$ cat src/bbas_pkg.sv
`timescale 1ns / 1ps
`default_nettype none
// ----------------------------------------------------------------------------
// Alarm sequencer package
// Item kinds, effect flag positions, register indexes and shared types.
// ----------------------------------------------------------------------------
package bbas_pkg;

    typedef enum logic [2:0] {
        KIND_TICK        = 3'd0,
        KIND_FAST_BEEP   = 3'd1,
        KIND_SLOW_BEEP   = 3'd2,
        KIND_BEEP_BEGIN  = 3'd3,
        KIND_BEEP_END    = 3'd4,
        KIND_FLASH       = 3'd5,
        KIND_BLINK_BEGIN = 3'd6,
        KIND_BLINK_END   = 3'd7
    } t_kind;

    localparam int F_BEEP_ON    = 0;
    localparam int F_BLINK_ON   = 1;
    localparam int F_BEEP_CONT  = 2;
    localparam int F_BLINK_CONT = 3;
    localparam int F_BEEP_SYNC  = 4;
    localparam int F_BLINK_SYNC = 5;
    localparam int F_BEEP_PHASE = 6;
    localparam int FLAG_W       = 7;

    localparam int CFG_W     = 16;
    localparam int CFG_IDX_W = 2;
    localparam int TIME_W    = 32;

    localparam logic [CFG_IDX_W-1:0] CFG_FAST_BEEP   = 2'd0;
    localparam logic [CFG_IDX_W-1:0] CFG_SLOW_BEEP   = 2'd1;
    localparam logic [CFG_IDX_W-1:0] CFG_FLASH       = 2'd2;
    localparam logic [CFG_IDX_W-1:0] CFG_HALF_PERIOD = 2'd3;

    typedef struct packed {
        logic [CFG_W-1:0] fast_beep_ms;
        logic [CFG_W-1:0] slow_beep_ms;
        logic [CFG_W-1:0] flash_ms;
        logic [CFG_W-1:0] half_period_ms;
    } t_cfg;

    typedef struct packed {
        logic buzzer_level;
        logic backlight_level;
        logic timer_running;
        logic command_accepted;
    } t_result;

endpackage
`default_nettype wire

$ cat src/bbas_cfg.sv
`timescale 1ns / 1ps
`default_nettype none
// ----------------------------------------------------------------------------
// Alarm sequencer configuration registers
// Holds the beep, flash and half-period durations written over the port.
// ----------------------------------------------------------------------------
module bbas_cfg
    import bbas_pkg::*;
(
    input  wire logic                 i_clk,
    input  wire logic                 i_rst_n,
    input  wire logic                 i_cfg_we,
    input  wire logic [CFG_IDX_W-1:0] i_cfg_index,
    input  wire logic [CFG_W-1:0]     i_cfg_data,
    output t_cfg                      o_cfg
);

    t_cfg r_cfg;

    always_ff @(posedge i_clk) begin
        if (!i_rst_n) begin
            r_cfg.fast_beep_ms   <= 16'd50;
            r_cfg.slow_beep_ms   <= 16'd200;
            r_cfg.flash_ms       <= 16'd100;
            r_cfg.half_period_ms <= 16'd250;
        end else if (i_cfg_we) begin
            case (i_cfg_index)
                CFG_FAST_BEEP:   r_cfg.fast_beep_ms   <= i_cfg_data;
                CFG_SLOW_BEEP:   r_cfg.slow_beep_ms   <= i_cfg_data;
                CFG_FLASH:       r_cfg.flash_ms       <= i_cfg_data;
                CFG_HALF_PERIOD: r_cfg.half_period_ms <= i_cfg_data;
                default: ;
            endcase
        end
    end

    assign o_cfg = r_cfg;

endmodule
`default_nettype wire

$ cat src/bbas_core.sv
`timescale 1ns / 1ps
`default_nettype none
// ----------------------------------------------------------------------------
// Alarm sequencer core
// Effect state and the single-pass update for one command or tick.
// ----------------------------------------------------------------------------
module bbas_core
    import bbas_pkg::*;
(
    input  wire logic              i_clk,
    input  wire logic              i_rst_n,
    input  wire logic              i_fire,
    input  wire t_kind             i_kind,
    input  wire logic [TIME_W-1:0] i_now_ms,
    input  wire t_cfg              i_cfg,
    output t_result                o_result
);

    logic              r_running;
    logic              r_cont;
    logic [FLAG_W-1:0] r_flags;
    logic [TIME_W-1:0] r_beep_stamp;
    logic [TIME_W-1:0] r_blink_stamp;
    logic              r_buzzer;
    logic              r_backlight;

    logic              n_running;
    logic              n_cont;
    logic [FLAG_W-1:0] n_flags;
    logic [TIME_W-1:0] n_beep_stamp;
    logic [TIME_W-1:0] n_blink_stamp;
    logic              n_buzzer;
    logic              n_backlight;
    logic              n_ok;
    logic [TIME_W-1:0] beep_age;
    logic [TIME_W-1:0] blink_age;
    logic [TIME_W-1:0] half_period;

    assign half_period = {{(TIME_W - CFG_W){1'b0}}, i_cfg.half_period_ms};

    always_comb begin
        n_running     = r_running;
        n_cont        = r_cont;
        n_flags       = r_flags;
        n_beep_stamp  = r_beep_stamp;
        n_blink_stamp = r_blink_stamp;
        n_buzzer      = r_buzzer;
        n_backlight   = r_backlight;
        n_ok          = 1'b0;
        beep_age      = '0;
        blink_age     = '0;

        case (i_kind)
            KIND_TICK: begin
                if (r_running) begin
                    n_ok = 1'b1;
                    if (r_cont) begin
                        if (r_flags[F_BEEP_ON]) begin
                            if (!r_flags[F_BEEP_SYNC]) begin
                                if (r_flags[F_BLINK_CONT] && r_flags[F_BLINK_SYNC]) begin
                                    n_beep_stamp = r_blink_stamp;
                                end
                                n_flags[F_BEEP_SYNC] = 1'b1;
                            end
                            beep_age = i_now_ms - n_beep_stamp;
                            if (beep_age > half_period) begin
                                n_flags[F_BEEP_PHASE] = ~n_flags[F_BEEP_PHASE];
                                n_beep_stamp          = i_now_ms;
                            end
                            if (n_flags[F_BEEP_PHASE]) begin
                                n_buzzer = ~r_buzzer;
                            end
                        end else begin
                            n_buzzer = 1'b0;
                        end
                        if (r_flags[F_BLINK_ON]) begin
                            if (!r_flags[F_BLINK_SYNC]) begin
                                if (n_flags[F_BEEP_CONT]) begin
                                    n_blink_stamp = n_beep_stamp;
                                end
                                n_flags[F_BLINK_SYNC] = 1'b1;
                            end
                            blink_age = i_now_ms - n_blink_stamp;
                            if (blink_age > half_period) begin
                                n_backlight   = ~r_backlight;
                                n_blink_stamp = i_now_ms;
                            end
                        end else begin
                            n_backlight = 1'b1;
                        end
                    end else begin
                        if (r_flags[F_BEEP_ON]) begin
                            if (r_flags[F_BEEP_SYNC]) begin
                                n_buzzer = ~r_buzzer;
                                if (i_now_ms >= r_beep_stamp) begin
                                    n_buzzer            = 1'b1;
                                    n_flags[F_BEEP_ON] = 1'b0;
                                end
                            end else begin
                                n_beep_stamp         = r_beep_stamp + i_now_ms;
                                n_flags[F_BEEP_SYNC] = 1'b1;
                                n_buzzer             = ~r_buzzer;
                            end
                        end else begin
                            n_buzzer = 1'b0;
                        end
                        if (r_flags[F_BLINK_ON]) begin
                            if (r_flags[F_BLINK_SYNC]) begin
                                if (i_now_ms >= r_blink_stamp) begin
                                    n_backlight         = 1'b1;
                                    n_flags[F_BLINK_ON] = 1'b0;
                                end
                            end else begin
                                n_blink_stamp         = r_blink_stamp + i_now_ms;
                                n_backlight           = 1'b0;
                                n_flags[F_BLINK_SYNC] = 1'b1;
                            end
                        end else begin
                            n_backlight = 1'b1;
                        end
                    end
                    if (!r_flags[F_BEEP_ON] && !r_flags[F_BLINK_ON]) begin
                        n_running = 1'b0;
                    end
                end
            end
            KIND_FAST_BEEP, KIND_SLOW_BEEP: begin
                if (!r_running || (!r_cont && !r_flags[F_BEEP_ON])) begin
                    n_cont               = 1'b0;
                    n_beep_stamp         = {{(TIME_W - CFG_W){1'b0}},
                                            (i_kind == KIND_FAST_BEEP) ?
                                            i_cfg.fast_beep_ms : i_cfg.slow_beep_ms};
                    n_flags[F_BEEP_ON]   = 1'b1;
                    n_flags[F_BEEP_SYNC] = 1'b0;
                    n_running            = 1'b1;
                    n_ok                 = 1'b1;
                end
            end
            KIND_BEEP_BEGIN: begin
                if (!r_running || (r_cont && !r_flags[F_BEEP_CONT])) begin
                    n_cont                = 1'b1;
                    n_beep_stamp          = '0;
                    n_flags[F_BEEP_ON]    = 1'b1;
                    n_flags[F_BEEP_CONT]  = 1'b1;
                    n_flags[F_BEEP_PHASE] = 1'b1;
                    n_flags[F_BEEP_SYNC]  = 1'b0;
                    n_running             = 1'b1;
                    n_ok                  = 1'b1;
                end
            end
            KIND_BEEP_END: begin
                if (r_running && r_cont && r_flags[F_BEEP_CONT]) begin
                    n_flags[F_BEEP_ON]   = 1'b0;
                    n_flags[F_BEEP_CONT] = 1'b0;
                    n_running            = 1'b0;
                    n_ok                 = 1'b1;
                end
            end
            KIND_FLASH: begin
                if (!r_running || (!r_cont && !r_flags[F_BLINK_ON])) begin
                    n_cont                = 1'b0;
                    n_blink_stamp         = {{(TIME_W - CFG_W){1'b0}}, i_cfg.flash_ms};
                    n_flags[F_BLINK_ON]   = 1'b1;
                    n_flags[F_BLINK_SYNC] = 1'b0;
                    n_running             = 1'b1;
                    n_ok                  = 1'b1;
                end
            end
            KIND_BLINK_BEGIN: begin
                if (!r_running || (r_cont && !r_flags[F_BLINK_CONT])) begin
                    n_cont                = 1'b1;
                    n_blink_stamp         = '0;
                    n_flags[F_BLINK_ON]   = 1'b1;
                    n_flags[F_BLINK_CONT] = 1'b1;
                    n_flags[F_BLINK_SYNC] = 1'b0;
                    n_running             = 1'b1;
                    n_ok                  = 1'b1;
                end
            end
            default: begin
                if (r_running && r_cont && r_flags[F_BLINK_CONT]) begin
                    n_flags[F_BLINK_ON]   = 1'b0;
                    n_flags[F_BLINK_CONT] = 1'b0;
                    n_ok                  = 1'b1;
                end
            end
        endcase
    end

    always_ff @(posedge i_clk) begin
        if (!i_rst_n) begin
            r_running     <= 1'b0;
            r_cont        <= 1'b0;
            r_flags       <= '0;
            r_beep_stamp  <= '0;
            r_blink_stamp <= '0;
            r_buzzer      <= 1'b0;
            r_backlight   <= 1'b1;
        end else if (i_fire) begin
            r_running     <= n_running;
            r_cont        <= n_cont;
            r_flags       <= n_flags;
            r_beep_stamp  <= n_beep_stamp;
            r_blink_stamp <= n_blink_stamp;
            r_buzzer      <= n_buzzer;
            r_backlight   <= n_backlight;
        end
    end

    assign o_result.buzzer_level     = n_buzzer;
    assign o_result.backlight_level  = n_backlight;
    assign o_result.timer_running    = n_running;
    assign o_result.command_accepted = n_ok;

endmodule
`default_nettype wire

$ cat src/buzzer_backlight_alarm_sequencer.sv
`timescale 1ns / 1ps
`default_nettype none
// ----------------------------------------------------------------------------
// Buzzer and backlight alarm sequencer
// Drives a buzzer and a backlight from commands and millisecond timer ticks.
//
// The input channel carries one command or tick per transfer (kind, now_ms).
// The output channel returns one result per input item: buzzer level,
// backlight level, timer state and whether the command took effect.
// An accepted item lands in the input register; at the edge where the output
// advances, the core updates the effect state and the result register loads,
// and the result is then offered. With no stall at the output, one item per
// cycle is sustained.
// While the receiver stalls, the result register holds and one more item
// waits in the input register; stall goes back to the sender only then.
// Reset clears both registers, stops the timer, turns the buzzer off, lights
// the backlight and restores the default durations. Configuration writes
// take effect at the next edge and are meant for when no item is in flight.
// ----------------------------------------------------------------------------
module buzzer_backlight_alarm_sequencer
    import bbas_pkg::*;
(
    input  wire logic                 i_clk,
    input  wire logic                 i_rst_n,
    input  wire logic                 i_in_valid,
    output logic                      o_in_stall,
    input  wire logic [2:0]           i_in_kind,
    input  wire logic [TIME_W-1:0]    i_in_now_ms,
    output logic                      o_out_valid,
    input  wire logic                 i_out_stall,
    output logic                      o_buzzer_level,
    output logic                      o_backlight_level,
    output logic                      o_timer_running,
    output logic                      o_command_accepted,
    input  wire logic                 i_cfg_we,
    input  wire logic [CFG_IDX_W-1:0] i_cfg_index,
    input  wire logic [CFG_W-1:0]     i_cfg_data
);

    logic              r_in_valid;
    t_kind             r_in_kind;
    logic [TIME_W-1:0] r_in_now;
    logic              r_out_valid;
    t_result           r_out_result;

    logic              advance;
    logic              in_xfer;
    logic              fire;
    t_cfg              cfg;
    t_result           result;

    assign advance    = !r_out_valid || !i_out_stall;
    assign o_in_stall = r_in_valid && !advance;
    assign in_xfer    = i_in_valid && !o_in_stall;
    assign fire       = r_in_valid && advance;

    bbas_cfg u_cfg (
        .i_clk       (i_clk),
        .i_rst_n     (i_rst_n),
        .i_cfg_we    (i_cfg_we),
        .i_cfg_index (i_cfg_index),
        .i_cfg_data  (i_cfg_data),
        .o_cfg       (cfg)
    );

    bbas_core u_core (
        .i_clk    (i_clk),
        .i_rst_n  (i_rst_n),
        .i_fire   (fire),
        .i_kind   (r_in_kind),
        .i_now_ms (r_in_now),
        .i_cfg    (cfg),
        .o_result (result)
    );

    always_ff @(posedge i_clk) begin
        if (!i_rst_n) begin
            r_in_valid <= 1'b0;
        end else if (in_xfer) begin
            r_in_valid <= 1'b1;
        end else if (advance) begin
            r_in_valid <= 1'b0;
        end
    end

    always_ff @(posedge i_clk) begin
        if (in_xfer) begin
            r_in_kind <= t_kind'(i_in_kind);
            r_in_now  <= i_in_now_ms;
        end
    end

    always_ff @(posedge i_clk) begin
        if (!i_rst_n) begin
            r_out_valid <= 1'b0;
        end else if (advance) begin
            r_out_valid <= r_in_valid;
        end
    end

    always_ff @(posedge i_clk) begin
        if (fire) begin
            r_out_result <= result;
        end
    end

    assign o_out_valid        = r_out_valid;
    assign o_buzzer_level     = r_out_result.buzzer_level;
    assign o_backlight_level  = r_out_result.backlight_level;
    assign o_timer_running    = r_out_result.timer_running;
    assign o_command_accepted = r_out_result.command_accepted;

endmodule
`default_nettype wire

$ cat config.mk
export PLATFORM = sky130hd
export DESIGN_NAME = buzzer_backlight_alarm_sequencer
export DESIGN_NICKNAME = d
export VERILOG_FILES = /design/src/bbas_pkg.sv /design/src/bbas_cfg.sv /design/src/bbas_core.sv /design/src/buzzer_backlight_alarm_sequencer.sv
export SDC_FILE = /design/constraint.sdc
export NUM_CORES = 1
export LEC_CHECK = 0
export ABC_AREA = 1
export BUFFER_PORTS_ARGS = -buffer_cell sky130_fd_sc_hd__buf_4
export CORE_MARGIN = 2
export CORE_UTILIZATION = 40
export CTS_CLUSTER_DIAMETER = 120
export DETAILED_ROUTE_END_ITERATION = 10
export PLACE_DENSITY = 0.52
export SYNTH_ARGS = -nofsm -noshare
export SYNTH_HDL_FRONTEND = slang
export SYNTH_SLANG_ARGS = --single-unit
export TNS_END_PERCENT = 10
$ cat constraint.sdc
create_clock -name i_clk -period 17.4 [get_ports i_clk]
set_input_delay 2.61 -clock i_clk [delete_from_list [all_inputs] [get_ports i_clk]]
set_output_delay 2.61 -clock i_clk [all_outputs]
set_load 0.02 [all_outputs]
; ---- After elaboration in Yosys (flattened, before gate mapping)
; Cells that the tools add are included.
[classes]
mux = 101
bitwise_logic = 5
magnitude_cmp = 4
eq_ne = 22
add_sub_neg = 4
reduce_logical = 55
[ops]
columns = cell, count
row1 = $mux 32, 28
row2 = $pmux 32 s3, 2
row3 = $add 32x32->32, 2
row4 = $ge 32x32->1, 2
row5 = $gt 32x16->1, 2
row6 = $sub 32x32->32, 2
row7 = $mux 1, 57
row8 = $reduce_and 7->1, 4
row9 = $reduce_and 6->1, 4
row10 = $ne 2x1->1 const B, 9
row11 = $mux 16, 1
row12 = $logic_and 1x1->1, 12
row13 = $pmux 1 s4, 3
row14 = $pmux 1 s6, 2
row15 = $reduce_bool 4->1, 3
row16 = $logic_not 1->1, 10
row17 = $eq 3x3->1 const B, 3
row18 = $reduce_and 2->1, 4
row19 = $reduce_and 4->1, 2
row20 = $reduce_bool 2->1, 4
row21 = $eq 3x2->1 const B, 2
row22 = $ne 3x2->1 const B, 2
row23 = $pmux 1 s2, 3
row24 = $pmux 1 s3, 2
row25 = 15 further kinds, 26
[word_totals]
output_inout_bits = 6
elab_cells = 216
reg_bits = 180
input_bits = 58

; ---- Depth between registers and ports, before layout
[depth]
ltp_word = 24
mapped_depth = 69
depth_no_buf = 66

; ---- Hierarchy
; Synthesis repeated with hierarchy kept, for this count alone.
[unflattened]
cells_unflattened = 3069
area_unflattened_um2 = 18984.5
[modules_own_cells]
columns = module, area_each_um2, seq_area_each_um2, instances, cells_per_inst
row1 = bbas_core, 15115.7, 1501.4, 1, 2630
row2 = bbas_cfg, 2602.5, 1281.2, 1, 387
row3 = buzzer_backlight_alarm_sequencer, 1266.2, 1211.2, 1, 52

; ---- Worst setup path before layout
; Ideal clock, no wire load.
[synth_path]
kind = reg2reg
startpoint = register u_core.r_flags[4]
endpoint = register r_out_result, in the netlist o_backlight_level (data pin)
setup_slack_ns = 9.880
t_required_ns = 17.134
path_stages_with_launch = 62
arrival_time_ns = 7.253
path_buffers = 5
setup_ns = 0.266
period_less_slack_ns = 7.520
cell_sequence = dfxtp_1 -> inv_2 -> nand3_4 -> buf_6 -> clkbuf_1 -> nand2_1 -> o21a_1 -> inv_1 -> ha_1 -> inv_1 -> ha_1 -> inv_1 -> nand2_1 -> nand2_1 -> nand2_1 -> nand3_1 -> nand2_1 -> nand2_1 -> (+26 left out) -> nand2_1 -> nand2_1 -> xor2_1 -> ha_1 -> nand2_1 -> inv_1 -> nand3_1 -> nor4_1 -> inv_1 -> o31ai_1 -> nand2_1 -> nor2_1 -> nand4_2 -> nor2_8 -> buf_4 -> nand3_1 -> nand3_1 -> a21boi_1
[synth_between]
elab_chain_cells = 22
[synth_lines]
columns = element, line_no
row1 = from (decl), bbas_core.sv:21  ; logic [FLAG_W-1:0] r_flags;
row2 = from (signal assigned), bbas_core.sv:202  ; r_flags <= n_flags;
row3 = $mux 32 (*), bbas_core.sv:59  ; if (!r_flags[F_BEEP_SYNC]) begin
row4 = $mux 32 (*), bbas_core.sv:58  ; if (r_flags[F_BEEP_ON]) begin
row5 = $mux 32 (*), bbas_core.sv:57  ; if (r_cont) begin
row6 = $mux 32 (*), bbas_core.sv:55  ; if (r_running) begin
row7 = $mux 32 (*), bbas_core.sv:53  ; case (i_kind)
row8 = $sub 32x32->32, bbas_core.sv:65  ; beep_age = i_now_ms - n_beep_stamp;
row9 = $gt 32x16->1, bbas_core.sv:66  ; if (beep_age > half_period) begin
row10 = $mux 32 (*), bbas_core.sv:66
row11 = (+7 left out), -
row12 = $sub 32x32->32 (*), bbas_core.sv:83  ; blink_age = i_now_ms - n_blink_stamp;
row13 = $gt 32x16->1 (*), bbas_core.sv:84  ; if (blink_age > half_period) begin
row14 = $mux 1 (*), bbas_core.sv:84
row15 = $mux 1 (*), bbas_core.sv:76  ; if (r_flags[F_BLINK_ON]) begin
row16 = $mux 1 (*), bbas_core.sv:57
row17 = $mux 1 (*), bbas_core.sv:55
row18 = $mux 1 (*), bbas_core.sv:53
row19 = via u_core.n_backlight, bbas_core.sv:33  ; logic n_backlight;
row20 = to (signal assigned), buzzer_backlight_alarm_sequencer.sv:103  ; r_out_result <= result;
row21 = to (decl), buzzer_backlight_alarm_sequencer.sv:44  ; t_result r_out_result;
; The timed path passes the listed nets; every way through them passes the cells marked *. The select of a mux whose other input is x is not followed.
; A chain may end at the register's enable or synchronous reset.

; ---- Worst setup path after layout
[layout_path]
startpoint = register u_core.r_flags[5]
endpoint = register u_core.r_blink_stamp[7]
[layout_between]
elab_chain_cells = 24
word_cells_on_any_way = 26
classes_between = add/sub (2) / order compare (2) / eq/ne (1) / mux (19) / reduce/logical (2)
[layout_lines]
columns = element, line_no
row1 = $logic_and 1x1->1, bbas_core.sv:60  ; if (r_flags[F_BLINK_CONT] && r_flags[F_BLINK_SYNC]) begin
row2 = $mux 32, bbas_core.sv:60
row3 = $mux 32, bbas_core.sv:59
row4 = $mux 32, bbas_core.sv:58
row5 = $mux 32, bbas_core.sv:57
row6 = $mux 32, bbas_core.sv:55
row7 = $mux 32, bbas_core.sv:53
row8 = $sub 32x32->32, bbas_core.sv:65
row9 = (+8 left out), -
row10 = $mux 32, bbas_core.sv:53
row11 = $sub 32x32->32, bbas_core.sv:83
row12 = $gt 32x16->1, bbas_core.sv:84
row13 = $mux 32, bbas_core.sv:84
row14 = $mux 32, bbas_core.sv:76
row15 = $mux 32, bbas_core.sv:57
row16 = $mux 32, bbas_core.sv:55
row17 = $pmux 32 s3, bbas_core.sv:53
row18 = to (signal assigned), bbas_core.sv:204  ; r_blink_stamp <= n_blink_stamp;
row19 = to (decl), bbas_core.sv:23  ; logic [TIME_W-1:0] r_blink_stamp;
; Several ways; a longest one is shown, not always the timed one. The select of a mux whose other input is x is not followed.

==> results.md <==
* Grt total ovfl at 0
* Combinational group share of total power at 34.2%
* Cts hold-fix bufs at 0
* Row count at 78
* CTS buffer count at 17
* Crit Path Class: flop to flop
* Post-CTS setup buffers at 0
* Remaining DRCs at 0
* Status: complete, no violations
* Period minus WS final at 10800 ps
* Worst Hold Path EP: u_cfg.o_cfg[26]
* CP max stage cell: dfxtp_1
* # IOs at 64
* Critical R2R Capture: u_core.r_blink_stamp[7]
* Yosys reg bits at 180
* Worst path most repeated cell: nand2_1
* Critical path buffer and inverter count at 9
* Sequential element share of the synthesized area at 21.62%
* Reg power frac at 35.3%
* Slew headroom at 22.29%
* Max Cap Violations at 0
* Clk root buf: clkbuf_16
* Number of global-route vias before repair at 19140
* Gr usage total at 31.49%
* DP HPWL at 58800 µm
* RePlAce Congestion at 0.9759
* Synth cell types at 52
* CTS Buffer Depth at 2
* Worst Path Arrival at 11230 ps
* Yosys top cell area share at 15.28%
* Worst VDD drop at 0.07355 mV
* # nets final at 3227
* Net load switching power at 562.6 µW
* Clock power share at 30.5%
* Setup TNS at 0 ps
* Post-Syn Nets at 3225
* Required time of the critical path at 17830 ps
* Placed Cells incl. Taps at 3539
* Post-Syn Instances at 2956
* Ant diodes at 0
* Largest net degree at the start of global routing at 79
* Post-CTS sizing at 0
* Syn Area/Cell at 6.249 µm²
* Setup violators final at 0
* Reg2reg path depth at 57
* Die H at 218.9 µm
* HP Class: flop to flop
* Final Core Density at 44.05%
* Cell taking the most area after synthesis: dfxtp_1
* TritonCTS clock tree: done
* DR vias at 20050
* Register Area at 0.003999 mm²
* Clock Pin Slew Worst Setup and Hold Paths at 80 ps
* DRT Pass-1 Iters at 6
* Share of cells above drive strength 1 at 5.789%
* PortBufs at 63
* Hold depth at 2
* Starting Density at 40.62%
* DRT Wirelength at 74830 µm
* Final Skew at 19.95 ps
* Sw Share at 41.30%
* Area growth, synth to finish at 8.446%
* Max Freq at 0.09262 GHz
* Post-route ant nets at 0
* Share of the clock period used by the worst path at 62.05%
* Yosys warns at 0
* Fill cell count at 4938
* H-Tree Depth at 4
* Worst slew pin tran at 1161 ps
* CP Capture Type: flop
* R2R Setup Slk at 6600 ps
* Non-filler instance count after layout at 3571
* Synth Flop Type: dfxtp_1
* Power density over cell area at 68.00 mW/mm²
* P_int at 799.7 µW
* Final Hold Vio Count at 0
* Startpoint Class: flop
* Die width at 218.9 µm
* Slowest stage delay, CP at 840 ps
* Via density at 5.613
* Max-slew violation count at 0
* Reg2reg start: u_core.r_flags[5]
* Global-route wire length before repair at 114000 µm
* Dominant cells by area after synthesis: dfxtp_1 (15%), ha_1 (14%), nand2_1 (14%), a21oi_1 (8.1%), o21ai_0 (7.3%)
* Area occupied by multi-input gates at 0.01268 mm²
* Initial DRC Count at 1772
* Post-Syn Area at 0.01847 mm²
* Ys async rst share at 0%
* Die footprint at 0.04792 mm²
* Post-synth EDFFs at 39
* Worst-skew pair later-pin latency at 510 ps
* Wirelength per Cell at 20.96 µm
* Core Region at 0.04548 mm²
* Initial antenna violation count at 1
* Crit-path leading delay family: simple AND/OR/NAND/NOR gates
* CP max FO at 52
* Leakage at 9.209 nW
* Clock sinks at 180
* Hold wc startpoint: u_cfg.o_cfg[26]
* RSZ-0062 raised after global routing: false
## power groups by stage
stage | Combinational [mW] | Sequential [mW] | Clock, mW
detailed placement | 0.457 | 0.489 | 0
global route | 0.524 | 0.484 | 0.442
global placement | 0.456 | 0.490 | 0
finish | 0.466 | 0.481 | 0.416
floorplan | 0.320 | 0.474 | 0
CTS | 0.459 | 0.480 | 0.427
## cell usage in the layout (no fill, tap or decap), drive strengths merged, types with 29 or more instances in the layout
cell and instances:
xor2 33, nand4 30, buf 79, nand2 704
nor3 29, edfxtp 39, inv 378, a21oi 298
ha 208, o21ai 274, nand3 252, dfxtp 141
nor2 288
## registers in the layout, indices dropped and copies added (netlist names)
| name | cells |
|---|---|
| o_buzzer_level | 1 |
| o_timer_running | 1 |
| u_core.r_beep_stamp | 32 |
| u_core.r_backlight | 1 |
| u_core.r_buzzer | 1 |
| r_in_kind | 3 |
| u_core.r_cont | 1 |
| r_in_valid | 1 |
| o_backlight_level | 1 |
| u_core.r_running | 1 |
| o_command_accepted | 1 |
| o_out_valid | 1 |
| u_core.r_flags | 7 |
| u_core.r_blink_stamp | 32 |
| r_in_now | 32 |
| u_cfg.o_cfg | 64 |
## metrics by stage
step	setup slack, ps	cell area (µm²)	total power, mW	hold WS, ps
2_1_floorplan	9880	18470	0.7934	423.6
3_3_place_gp	7008	19430	0.9455	435.3
3_5_place_dp	6649	19430	0.9462	438.0
4_1_cts	6628	20030	1.366	458.2
5_1_grt	5610	20030	1.449	475.7
6_report	6604	20030	1.362	454.3
## metal layers
layer | part of all wire (%) | track usage, %
met1 | 46 | 43.46
met2 | 42 | 47.10
met3 | 9.4 | 9.009
met4 | 2.3 | 9.887
met5 | 0.017 | 0
## cells in the mapped netlist, types with 7 or more instances
| master | n |
|---|---|
| a211oi_1 | 7 |
| a21boi_0 | 7 |
| a21oi_1 | 298 |
| a31oi_1 | 26 |
| buf_1 | 7 |
| buf_2 | 11 |
| clkbuf_1 | 70 |
| dfxtp_1 | 141 |
| edfxtp_1 | 39 |
| ha_1 | 208 |
| inv_1 | 355 |
| inv_2 | 16 |
| nand2_1 | 686 |
| nand2_2 | 17 |
| nand3_1 | 250 |
| nand4_1 | 29 |
| nor2_1 | 278 |
| nor3_1 | 29 |
| nor4_1 | 9 |
| o211ai_1 | 27 |
| o21a_1 | 24 |
| o21ai_0 | 270 |
| o21bai_1 | 17 |
| o221ai_1 | 9 |
| o22ai_1 | 9 |
| o31ai_1 | 7 |
| xnor2_1 | 7 |
| xor2_1 | 33 |
## worst register-to-register path: cells and delay by family (launching register included)
kind	cells	cell delay, ps
buffers and inverters	9	1620
AOI/OAI and AO/OA	8	1480
and+or+nand+nor	34	5200
adders and majority gates	4	1340
DFF	1	840
xor gates and xnor gates	2	250
## worst max path at each step
stage,from,to,slack [ps],depth (start not counted)
6_report,u_core.r_flags[5],u_core.r_blink_stamp[7],6600,57
5_1_grt,u_core.r_flags[5],u_core.r_blink_stamp[3],5610,52
4_1_cts,u_core.r_flags[5],u_core.r_blink_stamp[10],6630,55
3_5_place_dp,u_core.r_flags[5],u_core.r_blink_stamp[5],6650,55
3_3_place_gp,u_core.r_flags[5],u_core.r_blink_stamp[30],7010,55
2_1_floorplan,u_core.r_flags[4],o_backlight_level,9880,61
## layout make-up
cell class / count / share of cell area (%)
Clock buffer: 18 / 2.192
Inverter: 375 / 7.033
Timing Repair Buffer: 79 / 2.960
Tap cell: 600 / 3.747
Sequential cell: 180 / 19.96
Multi-Input combinational cell: 2305 / 63.31
Clock inverter: 14 / 0.7995
## cells by family (layout without fill, tap and decap cells)
logic type      Yosys count  in the layout  share of synthesized area [%]
flops                   180            180                          21.62
compound gates          727            727                          21.82
buf+inv                 471            486                          9.889
simple gates           1327           1327                          30.36
xor+xnor                 40             40                          1.897
fa+ha+maj               211            211                          14.41
(Power assumes the default switching activity.)
